**src/hdl/assert_macros.svh**
```systemverilog
// ---------------------------------------------------------------------------
// assert_macros : shared concurrent assertion macros
// Clocked checks with an active-low reset disable.
// ---------------------------------------------------------------------------
`ifndef ASSERT_MACROS_SVH
`define ASSERT_MACROS_SVH

// Implication checked every clock edge outside reset.
`define ASSERT_CLK(label, clk, rst_n, prop) \
    label: assert property (@(posedge clk) disable iff (!(rst_n)) (prop)) \
        else $error("assertion failed");

// Condition in one cycle requires a result in the next.
`define ASSERT_NEXT(label, clk, rst_n, cond, res) \
    label: assert property (@(posedge clk) disable iff (!(rst_n)) (cond) |=> (res)) \
        else $error("assertion failed");

`endif

```
**src/hdl/kmd_pkg.sv**
```systemverilog
// ---------------------------------------------------------------------------
// kmd_pkg : key matrix debouncer shared types and constants
// Item structs, field widths and default sizes.
// ---------------------------------------------------------------------------
package kmd_pkg;

    localparam int KMD_ROWS       = 8;
    localparam int KMD_COLS       = 8;
    localparam int KMD_COUNT_BITS = 4;

    localparam int ROW_W  = 3;   // row field width
    localparam int COL_W  = 8;   // column field width
    localparam int THR_W  = 4;   // threshold register width

    localparam logic [THR_W-1:0] THR_RESET = 4'd3;

    typedef struct packed {
        logic [ROW_W-1:0] row_index;
        logic [COL_W-1:0] column_levels;
    } t_in_item;

    typedef struct packed {
        logic [ROW_W-1:0] row_number;
        logic [COL_W-1:0] held_keys;
        logic [COL_W-1:0] newly_pressed;
        logic [COL_W-1:0] newly_released;
    } t_out_item;

    typedef struct packed {
        logic [COL_W-1:0] held;
        logic [COL_W-1:0] pressed;
        logic [COL_W-1:0] released;
    } t_row_flags;

endpackage

```
**src/hdl/kmd_row_upd.sv**
```systemverilog
// ---------------------------------------------------------------------------
// kmd_row_upd : per-row debounce update
// Applies one row sample to a stored row entry, all columns in parallel.
// Entry layout: {counts, debounced, last_raw}, high to low.
// ---------------------------------------------------------------------------
module kmd_row_upd import kmd_pkg::*; #(
    parameter int NC = KMD_COLS,
    parameter int CB = KMD_COUNT_BITS
) (
    input  logic [NC*(CB+2)-1:0] i_entry,
    input  logic [COL_W-1:0]     i_levels,
    input  logic [THR_W-1:0]     i_thr,
    output logic [NC*(CB+2)-1:0] o_entry,
    output t_row_flags           o_flags
);

    localparam int DEB_LO = NC;
    localparam int CNT_LO = 2 * NC;
    localparam logic [7:0] CMAX = 8'((1 << CB) - 1);

    logic [7:0]    thr8;
    logic [CB-1:0] thr_c;

    assign thr8  = {4'b0000, i_thr};
    assign thr_c = (thr8 > CMAX) ? CMAX[CB-1:0] : thr8[CB-1:0];

    always_comb begin
        logic [CB-1:0] cnt;
        logic          raw;
        logic          last;
        logic          deb_old;
        logic          deb_new;
        o_entry = i_entry;
        o_flags = '0;
        for (int c = 0; c < NC; c++) begin
            raw     = ~i_levels[c];
            last    = i_entry[c];
            deb_old = i_entry[DEB_LO + c];
            cnt     = i_entry[CNT_LO + c*CB +: CB];
            deb_new = deb_old;
            if (raw == last) begin
                if (cnt < thr_c) begin
                    cnt = cnt + 1'b1;
                end
                if (cnt >= thr_c) begin
                    deb_new = raw;
                end
            end else begin
                last = raw;
                cnt  = '0;
            end
            o_entry[c]                  = last;
            o_entry[DEB_LO + c]         = deb_new;
            o_entry[CNT_LO + c*CB +: CB] = cnt;
            o_flags.held[c]     = deb_new;
            o_flags.pressed[c]  = deb_new & ~deb_old;
            o_flags.released[c] = deb_old & ~deb_new;
        end
    end

endmodule

```
**src/hdl/key_matrix_debouncer_top.sv**
```systemverilog
// Result path: the accepting edge loads stage 1 and the RAM read; the row update is
//   then registered into the output register when stage 1 advances.
// Throughput: one item per cycle while the output is not stalled; row state lives in a
//   registered-read RAM, and a read of the row written at the same edge is forwarded from the write data.
// Reset (synchronous, active low): threshold returns to 3, all row valid bits
//   clear so every row reads as zero; no clearing sweep, ready right away.
// ---------------------------------------------------------------------------
// key_matrix_debouncer_top : scanned key matrix counter debouncer
// Per-key saturating match counter per row, debounced state and edge flags.
// ---------------------------------------------------------------------------
`include "assert_macros.svh"

module key_matrix_debouncer_top import kmd_pkg::*; #(
    parameter int ROWS       = KMD_ROWS,
    parameter int COLS       = KMD_COLS,
    parameter int COUNT_BITS = KMD_COUNT_BITS
) (
    input  logic             i_clk,
    input  logic             i_rst_n,
    // row sample items
    input  logic             i_in_valid,
    output logic             o_in_stall,
    input  t_in_item         i_in_item,
    // result items
    output logic             o_out_valid,
    input  logic             i_out_stall,
    output t_out_item        o_out_item,
    // threshold register write
    input  logic             i_cfg_valid,
    output logic             o_cfg_ready,
    input  logic [THR_W-1:0] i_cfg_data
);

    // Columns actually tracked: limited by the 8-bit field.
    localparam int NC     = (COLS < COL_W) ? COLS : COL_W;
    localparam int EW     = NC * (COUNT_BITS + 2);
    localparam int ROW_AW = (ROWS > 1) ? $clog2(ROWS) : 1;

    // ---------------- configuration ----------------
    logic [THR_W-1:0] r_thr;

    assign o_cfg_ready = 1'b1;

    always_ff @(posedge i_clk) begin
        if (!i_rst_n) begin
            r_thr <= THR_RESET;
        end else if (i_cfg_valid && o_cfg_ready) begin
            r_thr <= i_cfg_data;
        end
    end

    // ---------------- handshake ----------------
    logic in_acc;
    logic s1_adv;
    logic mem_we;

    logic             r_s1_vld;
    logic [ROW_W-1:0] r_s1_row;
    logic [COL_W-1:0] r_s1_lvl;
    logic             r_s1_inr;
    logic [ROW_AW-1:0] r_s1_addr;

    logic      r_out_vld;
    t_out_item r_out;

    // Stage 1 moves on whenever the output register is empty or draining.
    assign s1_adv     = r_s1_vld && (!r_out_vld || !i_out_stall);
    assign o_in_stall = r_s1_vld && !s1_adv;
    assign in_acc     = i_in_valid && !o_in_stall;
    assign mem_we     = s1_adv && r_s1_inr;

    // ---------------- address decode ----------------
    logic [4:0]        in_row5;
    logic [ROW_AW-1:0] rd_addr;
    logic              in_inr;

    assign in_row5 = {2'b00, i_in_item.row_index};
    assign rd_addr = in_row5[ROW_AW-1:0];
    assign in_inr  = {1'b0, in_row5} < 6'(ROWS);

    // ---------------- row state memory ----------------
    // One entry per row: last raw, debounced and counters packed together.
    logic [EW-1:0] mem [ROWS];
    logic [ROWS-1:0] r_row_vld;     // entry written since reset

    logic [EW-1:0] r_rd_data;
    logic          r_rd_vld;
    logic [EW-1:0] r_fwd_data;
    logic          r_fwd;

    logic [EW-1:0] cur_entry;
    logic [EW-1:0] new_entry;
    t_row_flags    flags;

    always_ff @(posedge i_clk) begin
        if (mem_we) begin
            mem[r_s1_addr] <= new_entry;
        end
        if (in_acc && in_inr) begin
            r_rd_data <= mem[rd_addr];
        end
    end

    always_ff @(posedge i_clk) begin
        if (!i_rst_n) begin
            r_row_vld <= '0;
            r_rd_vld  <= 1'b0;
            r_fwd     <= 1'b0;
        end else begin
            if (mem_we) begin
                r_row_vld[r_s1_addr] <= 1'b1;
            end
            if (in_acc) begin
                r_rd_vld <= in_inr && r_row_vld[rd_addr];
                // Same row being written this edge: RAM returns old data.
                r_fwd    <= in_inr && mem_we && (r_s1_addr == rd_addr);
            end
        end
    end

    always_ff @(posedge i_clk) begin
        if (in_acc) begin
            r_fwd_data <= new_entry;
        end
    end

    always_comb begin
        if (r_fwd) begin
            cur_entry = r_fwd_data;
        end else if (r_rd_vld) begin
            cur_entry = r_rd_data;
        end else begin
            cur_entry = '0;
        end
    end

    kmd_row_upd #(
        .NC (NC),
        .CB (COUNT_BITS)
    ) u_row_upd (
        .i_entry  (cur_entry),
        .i_levels (r_s1_lvl),
        .i_thr    (r_thr),
        .o_entry  (new_entry),
        .o_flags  (flags)
    );

    // ---------------- stage 1 ----------------
    always_ff @(posedge i_clk) begin
        if (!i_rst_n) begin
            r_s1_vld <= 1'b0;
        end else if (in_acc) begin
            r_s1_vld <= 1'b1;
        end else if (s1_adv) begin
            r_s1_vld <= 1'b0;
        end
    end

    always_ff @(posedge i_clk) begin
        if (in_acc) begin
            r_s1_row  <= i_in_item.row_index;
            r_s1_lvl  <= i_in_item.column_levels;
            r_s1_inr  <= in_inr;
            r_s1_addr <= rd_addr;
        end
    end

    // ---------------- output register ----------------
    t_out_item n_out;

    always_comb begin
        n_out            = '0;
        n_out.row_number = r_s1_row;
        if (r_s1_inr) begin
            n_out.held_keys      = flags.held;
            n_out.newly_pressed  = flags.pressed;
            n_out.newly_released = flags.released;
        end
    end

    always_ff @(posedge i_clk) begin
        if (!i_rst_n) begin
            r_out_vld <= 1'b0;
        end else if (s1_adv) begin
            r_out_vld <= 1'b1;
        end else if (!i_out_stall) begin
            r_out_vld <= 1'b0;
        end
    end

    always_ff @(posedge i_clk) begin
        if (s1_adv) begin
            r_out <= n_out;
        end
    end

    assign o_out_valid = r_out_vld;
    assign o_out_item  = r_out;

    // ---------------- assertions ----------------
    logic out_edge_clash;
    logic out_press_unheld;

    assign out_edge_clash   = |(r_out.newly_pressed & r_out.newly_released);
    assign out_press_unheld = |(r_out.newly_pressed & ~r_out.held_keys);

    `ASSERT_NEXT(a_acc_fills_s1, i_clk, i_rst_n, in_acc, r_s1_vld)
    `ASSERT_CLK(a_stall_needs_s1, i_clk, i_rst_n, !o_in_stall || r_s1_vld)
    `ASSERT_CLK(a_edges_disjoint, i_clk, i_rst_n, !r_out_vld || !out_edge_clash)
    `ASSERT_CLK(a_press_held, i_clk, i_rst_n, !r_out_vld || !out_press_unheld)

endmodule

```
**config.mk**
```make
export PLATFORM = sky130hd
export DESIGN_NAME = key_matrix_debouncer_top
export DESIGN_NICKNAME = d
export VERILOG_FILES = /design/src/hdl/kmd_pkg.sv /design/src/hdl/kmd_row_upd.sv /design/src/hdl/key_matrix_debouncer_top.sv
export VERILOG_INCLUDE_DIRS = /design/src /design/src/hdl
export SDC_FILE = /design/constraint.sdc
export NUM_CORES = 1
export LEC_CHECK = 0
export BUFFER_PORTS_ARGS = -buffer_cell sky130_fd_sc_hd__buf_4
export CAP_MARGIN = 10
export CORE_UTILIZATION = 53
export CTS_CLUSTER_SIZE = 10
export DETAILED_ROUTE_END_ITERATION = 16
export PLACE_DENSITY_LB_ADDON = 0.12
export SYNTH_ARGS = -nofsm -noshare
export SYNTH_HDL_FRONTEND = slang
export SYNTH_SLANG_ARGS = --single-unit
```
**constraint.sdc**
```tcl
create_clock -name i_clk -period 16.3 [get_ports i_clk]
set_clock_uncertainty 0.2 [all_clocks]
set_input_delay 1.63 -clock i_clk [delete_from_list [all_inputs] [get_ports i_clk]]
set_output_delay 1.63 -clock i_clk [all_outputs]
set_load 0.01 [all_outputs]
```
==> flow_summary.ini, run 1 <==
[cts]
cts-root-buf = clkbuf_16
cts_buffer_depth = 3
post_cts_buffers = 0
cts_buffers = 59
ctsResizeCount = 0
clkTransAtPathRegs_ps = 50
h-tree-depth = 2
clkSinkCount = 534
clock_latency_ps = 600
cts_tree = built
cts_hold_buf = 0

[synth]
synth_xor_area_share_pct = 0.642
synthTopCellsByCount = edfxtp_1 (518), mux4_2 (98), ha_1 (80)
synth_ff_type = edfxtp_1
synth_edf_count = 518
synth_top_cell_by_area = edfxtp_1
yosys.area.top_type_share_pct = 67.1
ys_async_sr_fraction_pct = 0
syn_area_um2 = 23200
synth_compound_area_share_pct = 5.31
synth_top_family_by_area = multiplexers
synthAdderAreaFrac_pct = 4.32
synth.most_common_cell = edfxtp_1
synth_cells = 1272
yosys.area_share.simple_pct = 5.60
syn_area_per_cell_um2 = 18.2
synth_mux_area_share_pct = 13.6
synth-seq-area-share_pct = 68.5
syn_nets = 1372
ys_warn_count = 0
ys_types = 70
synth-seq-cells = 534
netlist_top_cells_area = edfxtp_1 (67%), mux4_2 (9.5%), ha_1 (4.3%), mux2_2 (3.1%), dfxtp_1 (1.4%)

[placement]
numPortBuffers = 48
hpwl_um = 24900
dpl.cell_count = 1874
place_congestion = 0.773

[timing]
fin_crit_sh_pct = 28.2
max_freq_mhz = 217
worstMarginPinSlew_ps = 1090
setup-tns-final_ps = 0
max_slew_margin_pct = 26.7
setup_viol = 0
period_needed_ps = 4600
finalHoldViolCount = 0
finalMaxSlewViolations = 0
rsz0062_at_grt = no

[critical_path]
path_max_fanout = 34
endpoint_kind = flop
path_class = flop to flop
crit_arrival_ps = 4710
rr_startpoint = r_rd_vld$_SDFFE_PN0P_
required_ps = 16410
regToRegSetupSlack_ps = 11700
worst_setup_path_start_kind = flop
startpoint = r_rd_vld$_SDFFE_PN0P_

[grt]
grt_pass1_wl_um = 71200
grt_pass1_vias = 11800
grt_antenna_before_repair = 0
overflow = 0
grt_max_degree = 68
globalRouteTotalUtil_pct = 21.7

[route]
via_per_inst = 5.98
drc = 0
wl_per_cell_um = 23.8
wirelength_um = 46400
num_vias = 11700
drtIter0Drc = 806
firstDrtPassIters = 5
ant_nets = 0

[finish]
n_antenna_cell = 0
layout.cells.non_filler = 1951
n_fill_cell = 3164
area_growth_pct = 11.2
final_nets = 1450
layout-drive-gt1-share_pct = 25.2

[floorplanning]
dieArea_um2 = 44600
rows = 76
io_pins = 50
coreArea_um2 = 43100
initial_core_util_pct = 53.8
die_x_um = 211
die_h_um = 211

[worst_hold_path]
min_path_type = flop to flop
hold_start = r_row_vld[7]$_SDFFE_PN0P_

[status]
status = complete, no violations

[power_and_ir_drop]
power_density_nw_per_um2 = 115
p_leak_nw = 9.12
peakVddDrop_v = 0.0000945

[flow_run]
maxCapViolCount = 0
[final timing paths]
path / endpoint / cells past startpoint
hold / removal: r_row_vld[7]$_SDFFE_PN0P_ / 1
setup reg to reg: mem[2][14]$_DFFE_PP_ / 12
setup / recovery: mem[2][14]$_DFFE_PP_ / 12
hold reg to reg: r_row_vld[7]$_SDFFE_PN0P_ / 1
[layer usage]
| layer | routed length, um | track usage, % | part of all wire, % |
|---|---|---|---|
| met4 | 904 | 6.05 | 1.9 |
| met1 | 21300 | 31.0 | 46 |
| met3 | 1850 | 3.21 | 4.0 |
| met5 | 0 | 0 | 0 |
| met2 | 22300 | 34.8 | 48 |
[cell type report]
cell class / instances / area (um2) / share of cell area [%]
Timing Repair Buffer: 69 / 522 / 2.02
Sequential cell: 534 / 15900 / 61.6
Tap cell: 585 / 732 / 2.84
Inverter: 38 / 143 / 0.553
Multi-Input combinational cell: 648 / 6920 / 26.8
Clock buffer: 77 / 1590 / 6.16
[power by group]
part | switching [W] | total [W] | internal [W]
sequential | 0.0000139 | 0.00158 | 0.00157
combinational | 0.000137 | 0.000233 | 0.0000957
clock | 0.000477 | 0.00114 | 0.000663
total | 0.000628 | 0.00295 | 0.00232
[placed cells by master (no fill, tap or decap), types with 8 or more instances in the layout]
master     count
edfxtp_1     518
mux4_2        98
ha_1          80
buf_4         68
mux2_2        64
clkbuf_16     61
inv_1         37
nand2_1       35
nor2_1        32
nand2b_1      25
a22o_1        21
a22oi_1       21
a21oi_1       20
a211o_1       20
o21a_1        18
nor4_1        16
clkbuf_1      16
dfxtp_1       15
nand3b_1      14
mux2i_1       14
xnor2_1       11
nand3_1       11
and3_1        10
o211ai_1      10
and2_1        10
nor2b_1       10
nand4b_1       9
or2_2          8
[registers in the layout, summed over array words and instances (netlist names), 3 cells and up]
name,cells
mem,384
r_fwd_data,48
r_rd_data,48
o_out_item,27
r_row_vld,8
r_s1_lvl,8
r_thr,4
r_s1_addr,3
[cells by family after synthesis]
| logic type | Yosys count |
|---|---|
| XOR/XNOR | 17 |
| buffers and inverters | 90 |
| AO/OA/AOI/OAI | 150 |
| multiplexers | 183 |
| flip-flops | 534 |
| AND/OR/NAND/NOR | 217 |
| other | 1 |
| adder cells (fa/ha/maj) | 80 |
[per-stage QoR]
step	hold slack [ps]	total power, W	cell area [um2]	util [%]	setup slack [ps]
3_3_place_gp	243	0.00183	24200	56.2	11640
6_report	265	0.00295	25800	59.8	11700
3_5_place_dp	248	0.00184	24200	56.2	11600
2_1_floorplan	235	0.00177	23200	-	8760
5_1_grt	289	0.00306	25800	59.8	11520
4_1_cts	266	0.00298	25800	59.8	11670
[critical path, stage by stage (launching register included)]
cell     delay, ps
dfxtp_1        340
nor2b_4        420
buf_4          580
a22o_1         330
ha_1           260
o211a_1        230
or3_4          390
o31ai_2        100
mux2_2         380
ha_1           270
a211o_1        310
a211o_1        260
and3_1         230
No activity file was read; power rests on OpenSTA's default activity.
==> inputs of run 2 (changes only) <==
==> constraint.sdc (replaced) <==
create_clock -name i_clk -period 4.2 [get_ports i_clk]
set_clock_uncertainty 0.2 [all_clocks]
set_input_delay 0.42 -clock i_clk [delete_from_list [all_inputs] [get_ports i_clk]]
set_output_delay 0.42 -clock i_clk [all_outputs]
set_load 0.01 [all_outputs]
==> run 2 against run 1 <==
  * Via count rose by 1.8%
  * Register-to-register slack worse by 11000 ps
  * Count of clock-buffer cells in the layout shrank 1
  * Setup slack lost 11000 ps
  * Critical path depth unchanged
  * Largest cell class unchanged
==> flow_summary.ini, run 2 (synthesized netlist as in run 1, its figures left out) <==
[timing]
worstMarginPinSlew_ps = 1000
setup-tns-final_ps = 0
fin_crit_sh_pct = 92.8
setup_viol = 0
max_freq_mhz = 257
period_needed_ps = 3900
finalHoldViolCount = 0
max_slew_margin_pct = 33.0
rsz0062_at_grt = no
hold_slack_ps = 257
finalMaxSlewViolations = 0

[finish]
postLayoutCoreUtil_pct = 61.2
regArea_um2 = 15900
largest-register = mem
largest_registers = mem x384, r_fwd_data x48, r_rd_data x48
n_fill_cell = 3077
final_nets = 1495
n_antenna_cell = 0
multi_input_comb_area_um2 = 6930
final_common_cell = edfxtp_1
largest_reg_flops = 384
layout-drive-gt1-share_pct = 25.9
area_growth_pct = 13.8
mostFrequentLayoutCells = edfxtp_1 (518), mux4_2 (98), ha_1 (80)

[critical_path]
worst_setup_path_start_kind = flop
crit_arrival_ps = 3990
endpoint_kind = flop
critPathMaxStageDelay_ps = 420
path_max_fanout = 24
cpMaxStageDelayCell = or3b_1
path_class = flop to flop
worstPathCellList = buf_4 -> nand3b_1 -> nand2_1 -> ha_1 -> or3b_1 -> o211a_1 -> mux2_2 -> ha_1 -> nand2b_1 -> a211o_1 -> a211o_1 -> and3_1
required_ps = 4290

[cts]
clkSinkCount = 534
ctsResizeCount = 0
h-tree-depth = 2
clkTransAtPathRegs_ps = 60
clock_latency_ps = 590
cts_tree = built
cts_buffers = 60
cts_buffer_depth = 3
cts-root-buf = clkbuf_16

[power_and_ir_drop]
p_comb_share_pct = 8.2
power_density_nw_per_um2 = 438
p_leak_nw = 9.39
peakVddDrop_v = 0.000506
seqPwrFrac_pct = 53.1
p_sw_w = 0.00248
p_int_w = 0.00906
swShare_pct = 21.5
pwr-share-clk_pct = 38.7
power_w = 0.0115

[flow_run]
maxCapViolCount = 0

[route]
wirelength_um = 47400
num_vias = 11900
ant_nets = 0
via_per_inst = 5.95
drtIter0Drc = 724
drc = 0
wl_per_cell_um = 23.7
firstDrtPassIters = 5

[placement]
hpwl_um = 26500
numPortBuffers = 48
place_congestion = 0.836

[floorplanning]
die_x_um = 211
dieArea_um2 = 44600
rows = 76
coreArea_um2 = 43100
initial_core_util_pct = 53.8
die_h_um = 211
io_pins = 50

[grt]
grt_max_degree = 65
grt_pass1_wl_um = 73400
globalRouteTotalUtil_pct = 22.2
grt_pass1_vias = 12400
overflow = 0
grt_antenna_before_repair = 0

[worst_hold_path]
min_path_type = flop to flop

[status]
status = complete, no violations
==> run 2: changes by cell type in the layout (fill, tap and decap cells not counted), sizes merged <==
cell | previous run | this run
buf | 69 | 88
clkbuf | 77 | 76
clkinv | 0 | 3
dlygate4sd3 | 0 | 25
==> run 2: power by group through the flow <==
stage                     Clock (W)  Sequential [W]  Combinational [W]
after floorplan                   0         0.00623           0.000655
after global placement            0         0.00623           0.000912
after detailed placement          0         0.00623           0.000934
after CTS                   0.00455         0.00613           0.000959
after global routing        0.00476         0.00614            0.00105
final                       0.00447         0.00613           0.000948
==> run 2: critical path, delay by kind of cell, from the launching register on <==
kind	cells	cell delay (ps)
flip-flops	1	400
adder cells (fa/ha/maj)	2	480
multiplexers	1	270
AO/OA/AOI/OAI	3	800
AND/OR/NAND/NOR	5	1090
buffers and inverters	1	340
==> run 2: layout make-up <==
cell class	count	area share, %
flip-flops and latches	534	60.2
multi-input cells	648	26.3
clock inverters	3	0.0712
inverters	38	0.541
well taps	585	2.78
repair buffers	113	4.13
clock buffers	76	6.00
==> run 2: path summary, 6_finish.rpt <==
path | depth (start not counted) | startpoint | slack, ps | to
setup / recovery | 12 | r_fwd$_SDFFE_PN0P_ | 300 | mem[6][15]$_DFFE_PP_
setup reg to reg | 12 | r_fwd$_SDFFE_PN0P_ | 300 | mem[6][15]$_DFFE_PP_
hold / removal | 1 | r_row_vld[6]$_SDFFE_PN0P_ | 260 | r_row_vld[6]$_SDFFE_PN0P_
hold reg to reg | 1 | r_row_vld[6]$_SDFFE_PN0P_ | 260 | r_row_vld[6]$_SDFFE_PN0P_
==> run 2: per-stage QoR <==
stage,worst slack [ps],instances,instance area [um2]
detailed placement,308,1893,24500
global route,70.7,1997,26400
CTS,281,1997,26400
global placement,421,1893,24500
floorplan,-861,1272,23200
finish,302,1997,26400
==> run 2: metal layers <==
layer / GRT usage [%] / vias up / part of all wire [%]
met5: 0 / - / 0
met4: 5.22 / 0 / 1.6
met3: 3.82 / 64 / 4.1
met2: 36.5 / 254 / 48
met1: 31.2 / 6191 / 46
li1: - / 5367 / -
==> run 2: repair_timing <==
item                                   CTS  global route
hold buffers                            25             0
setup endpoints to repair                0             0
endpoints found under the hold margin   24             0
setup buffers                            0             0
==> inputs of run 3 (changes only) <==
--- a/config.mk
+++ b/config.mk
@@ -6,12 +6,14 @@
 export SDC_FILE = /design/constraint.sdc
 export NUM_CORES = 1
 export LEC_CHECK = 0
+export ABC_AREA = 1
 export BUFFER_PORTS_ARGS = -buffer_cell sky130_fd_sc_hd__buf_4
 export CAP_MARGIN = 10
 export CORE_UTILIZATION = 53
 export CTS_CLUSTER_SIZE = 10
 export DETAILED_ROUTE_END_ITERATION = 16
 export PLACE_DENSITY_LB_ADDON = 0.12
+export SKIP_LAST_GASP = 1
 export SYNTH_ARGS = -nofsm -noshare
 export SYNTH_HDL_FRONTEND = slang
 export SYNTH_SLANG_ARGS = --single-unit
==> run 3 against run 2 <==
  * Worst hold slack gained 7.3 ps
  * Sequential power grew 1%
  * Synthesized cell count grew 54%
  * Highest routed layer unchanged
  * Critical path depth grew 5
  * Setup slack gained 260 ps
  * Clock power grew 3%
  * Non-clock buffer count shrank 5
  * Global-route usage grew 2.6 points
  * Sequential cell count is the same
  * Power grew 4.0%
==> flow_summary.ini, run 3 <==
[route]
wirelength_um = 53700
drc = 0
num_vias = 15000
firstDrtPassIters = 5
drtIter0Drc = 1188
via_per_inst = 5.67
ant_nets = 0
wl_per_cell_um = 20.3

[power_and_ir_drop]
p_int_w = 0.00922
p_comb_share_pct = 9.9
p_sw_w = 0.00279
pwr-share-clk_pct = 38.3
seqPwrFrac_pct = 51.7
swShare_pct = 23.2
power_density_nw_per_um2 = 461
peakVddDrop_v = 0.000371
p_leak_nw = 10.2

[placement]
hpwl_um = 30200
numPortBuffers = 48
dpl_worst_slack_ps = 395
place_congestion = 0.799

[floorplanning]
initial_core_util_pct = 53.7
die_h_um = 211
dieArea_um2 = 44400
die_x_um = 211
io_pins = 50
rows = 76
coreArea_um2 = 43000

[grt]
overflow = 0
grt_max_degree = 146
globalRouteTotalUtil_pct = 24.8
grt_antenna_before_repair = 0
grt_pass1_vias = 14700
grt_pass1_wl_um = 82800

[cts]
clock_latency_ps = 600
cts_buffers = 60
cts_tree = built
cts-root-buf = clkbuf_16
cts_buffer_depth = 3
h-tree-depth = 2
clkSinkCount = 534
clkTransAtPathRegs_ps = 60

[flow_run]
maxCapViolCount = 0

[synth]
ys_warn_count = 0
syn_area_um2 = 23100
synth_top_cell_by_area = edfxtp_1
ys_async_sr_fraction_pct = 0
yosys.area.top_type_share_pct = 67.4
synth-seq-cells = 534
synth_cells = 1959
synthTopCellsByCount = edfxtp_1 (518), nand2_1 (366), nor2_1 (360)
syn_nets = 2059
netlist_top_cells_area = edfxtp_1 (67%), nand2_1 (6.0%), nor2_1 (5.9%), ha_1 (4.3%), o32ai_1 (3.6%)
syn_area_per_cell_um2 = 11.8
synth_edf_count = 518
synth-seq-area-share_pct = 68.8
synth.most_common_cell = edfxtp_1
ys_types = 32
synth_ff_type = edfxtp_1

[timing]
max_slew_margin_pct = 41.1
rsz0062_at_grt = no
setup_viol = 0
setup-tns-final_ps = 0
setup_slack_ps = 557
period_needed_ps = 3640
max_freq_mhz = 275
finalHoldViolCount = 0
finalMaxSlewViolations = 0
worstMarginPinSlew_ps = 883
fin_crit_sh_pct = 86.7

[finish]
largest_reg_flops = 384
n_fill_cell = 3448
area_growth_pct = 12.8
layout-drive-gt1-share_pct = 9.19
n_antenna_cell = 0
largest-register = mem
final_nets = 2138
largest_registers = mem x384, r_fwd_data x48, r_rd_data x48
mostFrequentLayoutCells = edfxtp_1 (518), nand2_1 (366), nor2_1 (357)
final_common_cell = edfxtp_1

[critical_path]
crit_arrival_ps = 3720
endpoint_kind = flop
required_ps = 4270
worst_setup_path_start_kind = flop
path_class = flop to flop
regToRegSetupSlack_ps = 560
path_max_fanout = 24

[worst_hold_path]
min_path_type = flop to flop

[status]
status = complete, no violations
run 3: kinds of logic (layout without fill, tap and decap cells):
family | count (synthesis) | after routing | synth area share [%]
simple gates | 847 | 847 | 14.6
flops | 534 | 534 | 68.8
compound gates | 261 | 261 | 7.73
buf+inv | 233 | 330 | 4.41
fa+ha+maj | 80 | 80 | 4.34
xor+xnor | 3 | 3 | 0.114
other cells | 1 | 1 | 0.0162
run 3: power groups by stage:
stage	logic (W)	clock network, W	registers (W)
global placement	0.00114	0	0.00632
floorplan	0.000784	0	0.00631
finish	0.00119	0.00460	0.00621
detailed placement	0.00118	0	0.00632
global route	0.00135	0.00487	0.00623
CTS	0.00120	0.00467	0.00621
run 3: stage by stage:
step / hold WS (ps) / std cells / cell area [um2] / util, % / power [W]
2_1_floorplan: 224 / 1959 / 23100 / - / 0.00709
3_3_place_gp: 243 / 2540 / 24200 / 56.2 / 0.00746
3_5_place_dp: 254 / 2540 / 24200 / 56.2 / 0.00750
4_1_cts: 267 / 2641 / 26000 / 60.6 / 0.0121
5_1_grt: 282 / 2641 / 26000 / 60.6 / 0.0124
6_report: 265 / 2641 / 26000 / 60.6 / 0.0120
run 3: critical path, stage by stage (launching register included):
cell and delay [ps]:
dfxtp_2 360, inv_2 50, nand2_1 120, inv_4 180
a22oi_1 260, inv_1 90, ha_1 300, a21oi_1 340
nand2_1 90, nor2_1 160, nand3_1 90, nand2_1 90
inv_1 50, ha_1 300, a21oi_1 130, nand3_1 150
nand3_1 150, nand2_1 210
run 3: final cells by class:
cell class | count | area, um2 | share of cell area [%]
timing repair buffer | 108 | 992 | 3.81
tap | 585 | 732 | 2.81
multi-input combinational | 1192 | 6240 | 24.0
clock inverter | 3 | 63.8 | 0.245
sequential | 534 | 15900 | 61.0
inverter | 142 | 543 | 2.09
clock buffer | 77 | 1590 | 6.09
run 3: final timing paths:
check | startpoint | to | cells after the start
min reg2reg | r_row_vld[2]$_SDFFE_PN0P_ | r_row_vld[2]$_SDFFE_PN0P_ | 2
max | r_fwd$_SDFFE_PN0P_ | mem[0][14]$_DFFE_PP_ | 17
max reg2reg | r_fwd$_SDFFE_PN0P_ | mem[0][14]$_DFFE_PP_ | 17
min | r_row_vld[2]$_SDFFE_PN0P_ | r_row_vld[2]$_SDFFE_PN0P_ | 2
run 3: what timing repair did:
action                                  CTS  global route
gates resized for setup                   0             2
hold buffers                             21             0
setup buffers                             0             0
endpoints found under the hold margin    15             0
endpoints found under the setup margin    0            10
run 3: layer usage:
| layer | vias to the layer above | routed length (um) | track usage [%] |
|---|---|---|---|
| li1 | 7049 | - | - |
| met1 | 7403 | 23100 | 33.0 |
| met4 | 0 | 1580 | 8.85 |
| met5 | - | 0 | 0 |
| met2 | 420 | 26300 | 42.1 |
| met3 | 103 | 2760 | 3.24 |
